**config.mk**
```make
export PLATFORM = sky130hd
export DESIGN_NAME = sha256_byte_stream_hasher
export DESIGN_NICKNAME = d
export VERILOG_FILES = /design/src/rtl/shabs_pkg.sv /design/src/rtl/shabs_core.sv /design/src/rtl/sha256_byte_stream_hasher.sv
export SDC_FILE = /design/constraint.sdc
export NUM_CORES = 2
export LEC_CHECK = 0
export BUFFER_PORTS_ARGS = -buffer_cell sky130_fd_sc_hd__buf_2
export CORE_MARGIN = 4
export CORE_UTILIZATION = 49
export DETAILED_ROUTE_END_ITERATION = 8
export PLACE_DENSITY = 0.78
export SYNTH_ARGS = -nofsm -noshare
export SYNTH_HDL_FRONTEND = slang
export SYNTH_SLANG_ARGS = --single-unit
export TNS_END_PERCENT = 20
```
**constraint.sdc**
```tcl
create_clock -name clk -period 14.96 [get_ports clk]
set_input_delay 1.496 -clock clk [delete_from_list [all_inputs] [get_ports clk]]
set_output_delay 1.496 -clock clk [all_outputs]
set_load 0.01 [all_outputs]
```
**src/rtl/shabs_pkg.sv**
```systemverilog
// Shared types, codes, constants and round functions for the SHA-256 byte stream hasher.
// No dependencies; used by shabs_core and sha256_byte_stream_hasher.
package shabs_pkg;

  localparam logic [1:0] MODE_ABSORB     = 2'd0;
  localparam logic [1:0] MODE_ABSORB_FIN = 2'd1;
  localparam logic [1:0] MODE_FINISH     = 2'd2;

  localparam int unsigned HASH_WORDS  = 8;
  localparam int unsigned SCHED_WORDS = 16;
  localparam logic [5:0]  RND_LAST    = 6'd63;
  localparam logic [5:0]  POS_LAST    = 6'd63;
  localparam logic [5:0]  POS_LEN_PRE = 6'd55;
  localparam logic [2:0]  IDX_LAST    = 3'd7;
  localparam logic [7:0]  PAD_MARK    = 8'h80;

  typedef struct packed {
    logic       absorb;
    logic [7:0] data;
    logic       start;
    logic       reinit;
    logic [2:0] rd_idx;
  } core_ctl_t;

  typedef struct packed {
    logic busy;
  } core_sts_t;

  function automatic logic [31:0] init_hash(input logic [2:0] i);
    logic [31:0] r;
    case (i)
      3'd0:    r = 32'h6a09e667;
      3'd1:    r = 32'hbb67ae85;
      3'd2:    r = 32'h3c6ef372;
      3'd3:    r = 32'ha54ff53a;
      3'd4:    r = 32'h510e527f;
      3'd5:    r = 32'h9b05688c;
      3'd6:    r = 32'h1f83d9ab;
      default: r = 32'h5be0cd19;
    endcase
    return r;
  endfunction

  function automatic logic [31:0] round_k(input logic [5:0] i);
    logic [31:0] r;
    case (i)
      6'd0:  r = 32'h428a2f98;  6'd1:  r = 32'h71374491;
      6'd2:  r = 32'hb5c0fbcf;  6'd3:  r = 32'he9b5dba5;
      6'd4:  r = 32'h3956c25b;  6'd5:  r = 32'h59f111f1;
      6'd6:  r = 32'h923f82a4;  6'd7:  r = 32'hab1c5ed5;
      6'd8:  r = 32'hd807aa98;  6'd9:  r = 32'h12835b01;
      6'd10: r = 32'h243185be;  6'd11: r = 32'h550c7dc3;
      6'd12: r = 32'h72be5d74;  6'd13: r = 32'h80deb1fe;
      6'd14: r = 32'h9bdc06a7;  6'd15: r = 32'hc19bf174;
      6'd16: r = 32'he49b69c1;  6'd17: r = 32'hefbe4786;
      6'd18: r = 32'h0fc19dc6;  6'd19: r = 32'h240ca1cc;
      6'd20: r = 32'h2de92c6f;  6'd21: r = 32'h4a7484aa;
      6'd22: r = 32'h5cb0a9dc;  6'd23: r = 32'h76f988da;
      6'd24: r = 32'h983e5152;  6'd25: r = 32'ha831c66d;
      6'd26: r = 32'hb00327c8;  6'd27: r = 32'hbf597fc7;
      6'd28: r = 32'hc6e00bf3;  6'd29: r = 32'hd5a79147;
      6'd30: r = 32'h06ca6351;  6'd31: r = 32'h14292967;
      6'd32: r = 32'h27b70a85;  6'd33: r = 32'h2e1b2138;
      6'd34: r = 32'h4d2c6dfc;  6'd35: r = 32'h53380d13;
      6'd36: r = 32'h650a7354;  6'd37: r = 32'h766a0abb;
      6'd38: r = 32'h81c2c92e;  6'd39: r = 32'h92722c85;
      6'd40: r = 32'ha2bfe8a1;  6'd41: r = 32'ha81a664b;
      6'd42: r = 32'hc24b8b70;  6'd43: r = 32'hc76c51a3;
      6'd44: r = 32'hd192e819;  6'd45: r = 32'hd6990624;
      6'd46: r = 32'hf40e3585;  6'd47: r = 32'h106aa070;
      6'd48: r = 32'h19a4c116;  6'd49: r = 32'h1e376c08;
      6'd50: r = 32'h2748774c;  6'd51: r = 32'h34b0bcb5;
      6'd52: r = 32'h391c0cb3;  6'd53: r = 32'h4ed8aa4a;
      6'd54: r = 32'h5b9cca4f;  6'd55: r = 32'h682e6ff3;
      6'd56: r = 32'h748f82ee;  6'd57: r = 32'h78a5636f;
      6'd58: r = 32'h84c87814;  6'd59: r = 32'h8cc70208;
      6'd60: r = 32'h90befffa;  6'd61: r = 32'ha4506ceb;
      6'd62: r = 32'hbef9a3f7;  6'd63: r = 32'hc67178f2;
      default: r = 32'h0;
    endcase
    return r;
  endfunction

  function automatic logic [31:0] rotr(input logic [31:0] x, input int unsigned n);
    return (x >> n) | (x << (32 - n));
  endfunction

  function automatic logic [31:0] big_sig0(input logic [31:0] x);
    return rotr(x, 2) ^ rotr(x, 13) ^ rotr(x, 22);
  endfunction

  function automatic logic [31:0] big_sig1(input logic [31:0] x);
    return rotr(x, 6) ^ rotr(x, 11) ^ rotr(x, 25);
  endfunction

  function automatic logic [31:0] small_sig0(input logic [31:0] x);
    return rotr(x, 7) ^ rotr(x, 18) ^ (x >> 3);
  endfunction

  function automatic logic [31:0] small_sig1(input logic [31:0] x);
    return rotr(x, 17) ^ rotr(x, 19) ^ (x >> 10);
  endfunction

endpackage

```
**src/rtl/shabs_core.sv**
```systemverilog
// Compression engine: hash words, 16-word block/schedule window, working variables,
// one shared round unit stepped by a round counter. Depends on shabs_pkg.
module shabs_core import shabs_pkg::*; (
  input  logic        clk,
  input  logic        rst,
  input  core_ctl_t   ctl,
  output core_sts_t   sts,
  output logic [31:0] rd_word
);

  logic [31:0] hash [HASH_WORDS];
  logic [31:0] w [SCHED_WORDS];
  logic [31:0] v [HASH_WORDS];
  logic [5:0]  rnd;
  logic        busy;
  logic        fin;
  logic [31:0] w_new;
  logic [31:0] t1;
  logic [31:0] t2;

  always_comb begin
    w_new = w[0] + small_sig0(w[1]) + w[9] + small_sig1(w[14]);
    t1 = v[7] + big_sig1(v[4]) + ((v[4] & v[5]) ^ (~v[4] & v[6])) + round_k(rnd) + w[0];
    t2 = big_sig0(v[0]) + ((v[0] & v[1]) ^ (v[0] & v[2]) ^ (v[1] & v[2]));
  end

  always_ff @(posedge clk) begin
    if (rst) begin
      busy <= 1'b0;
      fin  <= 1'b0;
      rnd  <= '0;
    end else begin
      fin <= busy && (rnd == RND_LAST);
      if (ctl.start) begin
        busy <= 1'b1;
        rnd  <= '0;
      end else if (busy) begin
        rnd <= rnd + 6'd1;
        if (rnd == RND_LAST) begin
          busy <= 1'b0;
        end
      end
    end
  end

  always_ff @(posedge clk) begin
    for (int j = 0; j < HASH_WORDS; j++) begin
      if (rst || ctl.reinit) begin
        hash[j] <= init_hash(3'(j));
      end else if (fin) begin
        hash[j] <= hash[j] + v[j];
      end
    end
  end

  always_ff @(posedge clk) begin
    if (ctl.start) begin
      for (int j = 0; j < HASH_WORDS; j++) begin
        v[j] <= hash[j];
      end
    end else if (busy) begin
      v[0] <= t1 + t2;
      v[1] <= v[0];
      v[2] <= v[1];
      v[3] <= v[2];
      v[4] <= v[3] + t1;
      v[5] <= v[4];
      v[6] <= v[5];
      v[7] <= v[6];
    end
  end

  // shift bytes in big-endian while absorbing, shift words while rounds run
  always_ff @(posedge clk) begin
    if (ctl.absorb) begin
      for (int j = 0; j < SCHED_WORDS - 1; j++) begin
        w[j] <= {w[j][23:0], w[j+1][31:24]};
      end
      w[SCHED_WORDS-1] <= {w[SCHED_WORDS-1][23:0], ctl.data};
    end else if (busy) begin
      for (int j = 0; j < SCHED_WORDS - 1; j++) begin
        w[j] <= w[j+1];
      end
      w[SCHED_WORDS-1] <= w_new;
    end
  end

  assign sts.busy = busy | fin;
  assign rd_word  = hash[ctl.rd_idx];

endmodule

```
**src/rtl/sha256_byte_stream_hasher.sv**
```systemverilog
// Top level: byte intake, padding sequencer, byte counter and digest output.
// Depends on shabs_pkg and shabs_core.
//
//   channel  signals                               direction
//   msg      msg_valid msg_ready mode msg_byte     in
//   digest   digest_valid digest_ready             out
//            digest_word word_index last_word
//
// Each absorbed byte shifts into the block window; every 64th byte starts a
// compression (64 rounds of the single round unit, hash update, handoff).
// A finish runs the padding bytes and one or two compressions, then
// eight digest items. msg_ready is low from a finish until the last digest item
// is taken and during every compression; digest_ready stalls hold the sequencer.
// Reset loads the initial hash and clears the byte count.
module sha256_byte_stream_hasher import shabs_pkg::*; (
  input  logic        clk,
  input  logic        rst,
  input  logic        msg_valid,
  output logic        msg_ready,
  input  logic [1:0]  mode,
  input  logic [7:0]  msg_byte,
  output logic        digest_valid,
  input  logic        digest_ready,
  output logic [31:0] digest_word,
  output logic [2:0]  word_index,
  output logic        last_word
);

  typedef enum logic [3:0] {
    S_IDLE = 4'b0001,
    S_PAD  = 4'b0010,
    S_COMP = 4'b0100,
    S_OUT  = 4'b1000
  } state_t;

  state_t      state;
  state_t      state_next;
  logic [63:0] count;
  logic [63:0] count_inc;
  logic [63:0] bit_len;
  logic        finishing;
  logic        mark_pending;
  logic        lenph;
  logic        pad_done;
  logic [2:0]  idx;
  logic [5:0]  pos;
  logic        take;
  logic        take_byte;
  logic        full;
  logic [7:0]  pad_byte;
  core_ctl_t   core_ctl;
  core_sts_t   core_sts;

  assign pos       = count[5:0];
  assign count_inc = count + 64'd1;
  assign take      = msg_valid && msg_ready;
  assign take_byte = take && (mode == MODE_ABSORB || mode == MODE_ABSORB_FIN);
  assign pad_byte  = mark_pending ? PAD_MARK :
                     lenph ? bit_len[{~pos[2:0], 3'b000} +: 8] : 8'h00;

  always_comb begin
    core_ctl.absorb = take_byte || (state == S_PAD);
    core_ctl.data   = (state == S_PAD) ? pad_byte : msg_byte;
    full            = core_ctl.absorb && (pos == POS_LAST);
    core_ctl.start  = full;
    core_ctl.reinit = digest_valid && digest_ready && (idx == IDX_LAST);
    core_ctl.rd_idx = idx;
  end

  always_comb begin
    state_next = state;
    unique case (state)
      S_IDLE: begin
        if (take) begin
          case (mode)
            MODE_ABSORB:     state_next = full ? S_COMP : S_IDLE;
            MODE_ABSORB_FIN: state_next = full ? S_COMP : S_PAD;
            MODE_FINISH:     state_next = S_PAD;
            default:         state_next = S_IDLE;
          endcase
        end
      end
      S_PAD: begin
        state_next = full ? S_COMP : S_PAD;
      end
      S_COMP: begin
        if (!core_sts.busy) begin
          state_next = pad_done ? S_OUT : (finishing ? S_PAD : S_IDLE);
        end
      end
      S_OUT: begin
        if (core_ctl.reinit) begin
          state_next = S_IDLE;
        end
      end
      default: state_next = S_IDLE;
    endcase
  end

  always_ff @(posedge clk) begin
    if (rst) begin
      state        <= S_IDLE;
      count        <= '0;
      finishing    <= 1'b0;
      mark_pending <= 1'b0;
      lenph        <= 1'b0;
      pad_done     <= 1'b0;
      idx          <= '0;
    end else begin
      state <= state_next;
      if (core_ctl.absorb) begin
        count <= count_inc;
      end
      if (take && (mode == MODE_ABSORB_FIN || mode == MODE_FINISH)) begin
        finishing    <= 1'b1;
        mark_pending <= 1'b1;
      end
      if (state == S_PAD) begin
        mark_pending <= 1'b0;
        if (!lenph && pos == POS_LEN_PRE) begin
          lenph <= 1'b1;
        end
        if (lenph && pos == POS_LAST) begin
          pad_done <= 1'b1;
        end
      end
      if (digest_valid && digest_ready) begin
        idx <= idx + 3'd1;
      end
      // drop message state once the final digest item is taken
      if (core_ctl.reinit) begin
        count     <= '0;
        finishing <= 1'b0;
        lenph     <= 1'b0;
        pad_done  <= 1'b0;
      end
    end
  end

  always_ff @(posedge clk) begin
    if (take) begin
      bit_len <= (mode == MODE_ABSORB_FIN) ? {count_inc[60:0], 3'b000}
                                           : {count[60:0], 3'b000};
    end
  end

  shabs_core u_core (
    .clk     (clk),
    .rst     (rst),
    .ctl     (core_ctl),
    .sts     (core_sts),
    .rd_word (digest_word)
  );

  assign msg_ready    = (state == S_IDLE);
  assign digest_valid = (state == S_OUT);
  assign word_index   = idx;
  assign last_word    = (idx == IDX_LAST);

`ifndef SYNTHESIS
  a_no_overlap: assert property (@(posedge clk) disable iff (rst)
    !(msg_ready && digest_valid))
    else $error("intake and digest output active together");

  a_start_idle: assert property (@(posedge clk) disable iff (rst)
    core_ctl.start |-> !core_sts.busy)
    else $error("compression started while engine busy");

  a_pad_finishing: assert property (@(posedge clk) disable iff (rst)
    (state == S_PAD || state == S_OUT) |-> finishing)
    else $error("padding or output without a finish");

  a_restart: assert property (@(posedge clk) disable iff (rst)
    (digest_valid && digest_ready && last_word) |=> (msg_ready && count == 64'd0))
    else $error("state not restarted after final digest item");
`endif

endmodule

```
==> impl_metrics.env <==
export IMPL_peakVddDrop_mv=0.1348
export IMPL_critPathArrivalTime_ns=9.03
export IMPL_vias=56630
export IMPL_insertion_delay_ns=0.80
export IMPL_fin_crit_ns=8.393
export IMPL_post_cts_setup_buffers=0
export IMPL_seq_area_frac_synth=0.4459
export IMPL_dpl_hpwl_um=162700
export IMPL_synth_edff_count=1085
export IMPL_finalHoldViolations=0
export IMPL_dieHeight_um=407.6
export IMPL_drive_gt1_frac=0.1400
export IMPL_cp_data_required_time_ns=15.59
export IMPL_cts_buffers=135
export IMPL_setup_viol=0
export IMPL_grt_ovfl_total=0
export IMPL_io_buffer_count=51
export IMPL_ys_ff_latch=1200
export IMPL_max_stage_delay_ns=0.58
export IMPL_slowest_stage="edfxtp_1"
export IMPL_synth_warnings=0
export IMPL_grtUsageMet1=0.3466
export IMPL_rows=146
export IMPL_power_density_nw_per_um2=123.8
export IMPL_maxCapViolations=0
export IMPL_synthArstFlopShare=0
export IMPL_synth_flop_cell="edfxtp_1"
export IMPL_initialDrtViolationCount=6603
export IMPL_firstDrtPassIters=6
export IMPL_worstMarginPinSlew_ns=1.272
export IMPL_cts_resized_gates=0
export IMPL_max_freq_mhz=119.1
export IMPL_synth_area_per_cell_um2=10.90
export IMPL_synth_area_um2=78240
export IMPL_drt_total_wl_um=221400
export IMPL_num_io_pins=52
export IMPL_gp_congestion=0.9684
export IMPL_fin_nets=7674
export IMPL_setup_tns_ns=0
export IMPL_grt_use_met2=0.4210
export IMPL_core_area_um2=158600
export IMPL_path_common_cell="fa_1"
export IMPL_clk_pin_slew_worst_paths_ns=0.06
export IMPL_start_util=0.4934
export IMPL_skew_ns=0.03758
export IMPL_grt_pass1_vias=55760
export IMPL_fin_crit_sh=0.5611
export IMPL_yosys_top_cells_count="edfxtp_1 (1085), nand2_1 (995), mux2_2 (553)"
export IMPL_yosysTopAreaCellShare=0.4164
export IMPL_die_x_um=407.6
export IMPL_cts_tree="built"
export IMPL_yosysUniqueCellTypes=93
export IMPL_rsz0062_at_grt="false"
export IMPL_die_area_um2=166100
export IMPL_status="finished, final reports clean"
export IMPL_finalMaxSlewViolations=0
export IMPL_cp_end_kind="flop"
export IMPL_crit_type="flop to flop"
export IMPL_relSlewSlack=0.1521
export IMPL_synth_top_cell_by_area="edfxtp_1"
export IMPL_synthesis_nets=7780
export IMPL_antenna_found_initial=10
export IMPL_clock_sinks=1200
export IMPL_cts_root_buf="clkbuf_16"
export IMPL_syn_to_final_growth_pct=8.079
export IMPL_drtAntennaViolNets=0
export IMPL_synthTopCellsByArea="edfxtp_1 (42%), mux2_2 (8.0%), ha_1 (6.3%)"
export IMPL_route_detailed_drc=0
export IMPL_grt_usage=0.2601
export IMPL_grt_pass1_wl_um=335900
export IMPL_n_antenna_cell=0
export IMPL_gr_usage_met3=0.04539
export IMPL_grt_max_degree=205
export IMPL_hp_class="flop to flop"
export IMPL_p_leak_uw=0.03103
export IMPL_fin_util=0.5333
export IMPL_synth_most_common_cell="edfxtp_1"
export IMPL_postCtsHoldBufs=0
export IMPL_clockBufferDepth=3
export IMPL_wl_per_cell_um=23.95
export IMPL_busiest_layer="met2"
export IMPL_start_kind="flop"
export IMPL_syn_inst=7176
export IMPL_path_max_fanout=6
export IMPL_vias_per_cell=6.126
export IMPL_htree_levels=4
export IMPL_fill_cells=13450
## registers in the layout, indices dropped and copies added (netlist names), 3 cells and up, named ones only
| register | flops |
|---|---|
| bit_len | 61 |
| count | 61 |
| state | 4 |
| u_core.hash | 256 |
| u_core.rnd | 6 |
| u_core.v | 256 |
| u_core.w | 512 |
| word_index | 3 |
## routing by layer
metal  share of wire  routed length (µm)
met2            0.46              102700
met5         0.00022                  49
met1            0.40               89530
met4           0.048               10540
met3           0.084               18640
## worst paths after layout
path | slack, ns | cells after the start | end | startpoint
max | 6.57 | 31 | u_core.v[0][28] | u_core.v[4][27]
min | 0.49 | 2 | finishing | finishing
max reg2reg | 6.57 | 31 | u_core.v[0][28] | u_core.v[4][27]
min reg2reg | 0.49 | 2 | finishing | finishing
## area by class of cell
class                           instances  area [µm²]  share of cell area
Clock buffer                          165        3586             0.04241
Multi-Input combinational cell       5293       40760              0.4821
Timing Repair Buffer                  106       705.7            0.008345
Inverter                              334        1254             0.01483
Tap cell                             2072        2592             0.03066
Clock inverter                         74       767.0            0.009070
Sequential cell                      1200       34890              0.4126
## layout by cell type, fill, tap and decap left out, types with 164 or more instances in the layout
master,instances
nor2_1,391
fa_1,195
nand2_1,988
mux2_2,553
a21o_1,164
edfxtp_1,1085
o21ai_0,349
a21oi_1,388
ha_1,395
xor2_1,262
xnor2_1,421
inv_1,327
## worst max-delay path: cells and delay by family, from the launching register on
kind / cells / cell delay (ns)
xor+xnor: 3 / 0.75
buf+inv: 3 / 0.16
fa+ha+maj: 6 / 2.65
flops: 1 / 0.58
compound gates: 12 / 2.99
simple gates: 7 / 1.11
## power by group
part | internal, µW | switching [µW]
registers | 4010 | 201
clock network | 1890 | 1450
logic | 1200 | 1720
total | 7100 | 3370
## kinds of logic (layout without fill, tap and decap cells)
kind of cell    count (synthesis)  in the layout  share of synthesized area
simple gates                 1918           1918                     0.1073
xor+xnor                      684            684                    0.07657
buf+inv                       683            679                    0.03417
mux                           669            669                     0.1067
compound gates               1409           1409                     0.1133
flops                        1200           1200                     0.4459
fa+ha+maj                     613            613                     0.1160
## stage by stage
stage	instances	hold slack (ns)	power (µW)	instance area (µm²)	worst slack [ns]
4_1_cts	9244	0.4934	10480	84560	6.569
3_5_place_dp	9005	0.4788	7134	80210	6.597
5_1_grt	9244	0.5352	10980	84560	6.018
3_3_place_gp	9005	0.4710	7070	80210	6.666
2_1_floorplan	7176	0.4518	6376	78240	5.404
6_report	9244	0.4884	10470	84560	6.567
(Power assumes the default switching activity.)
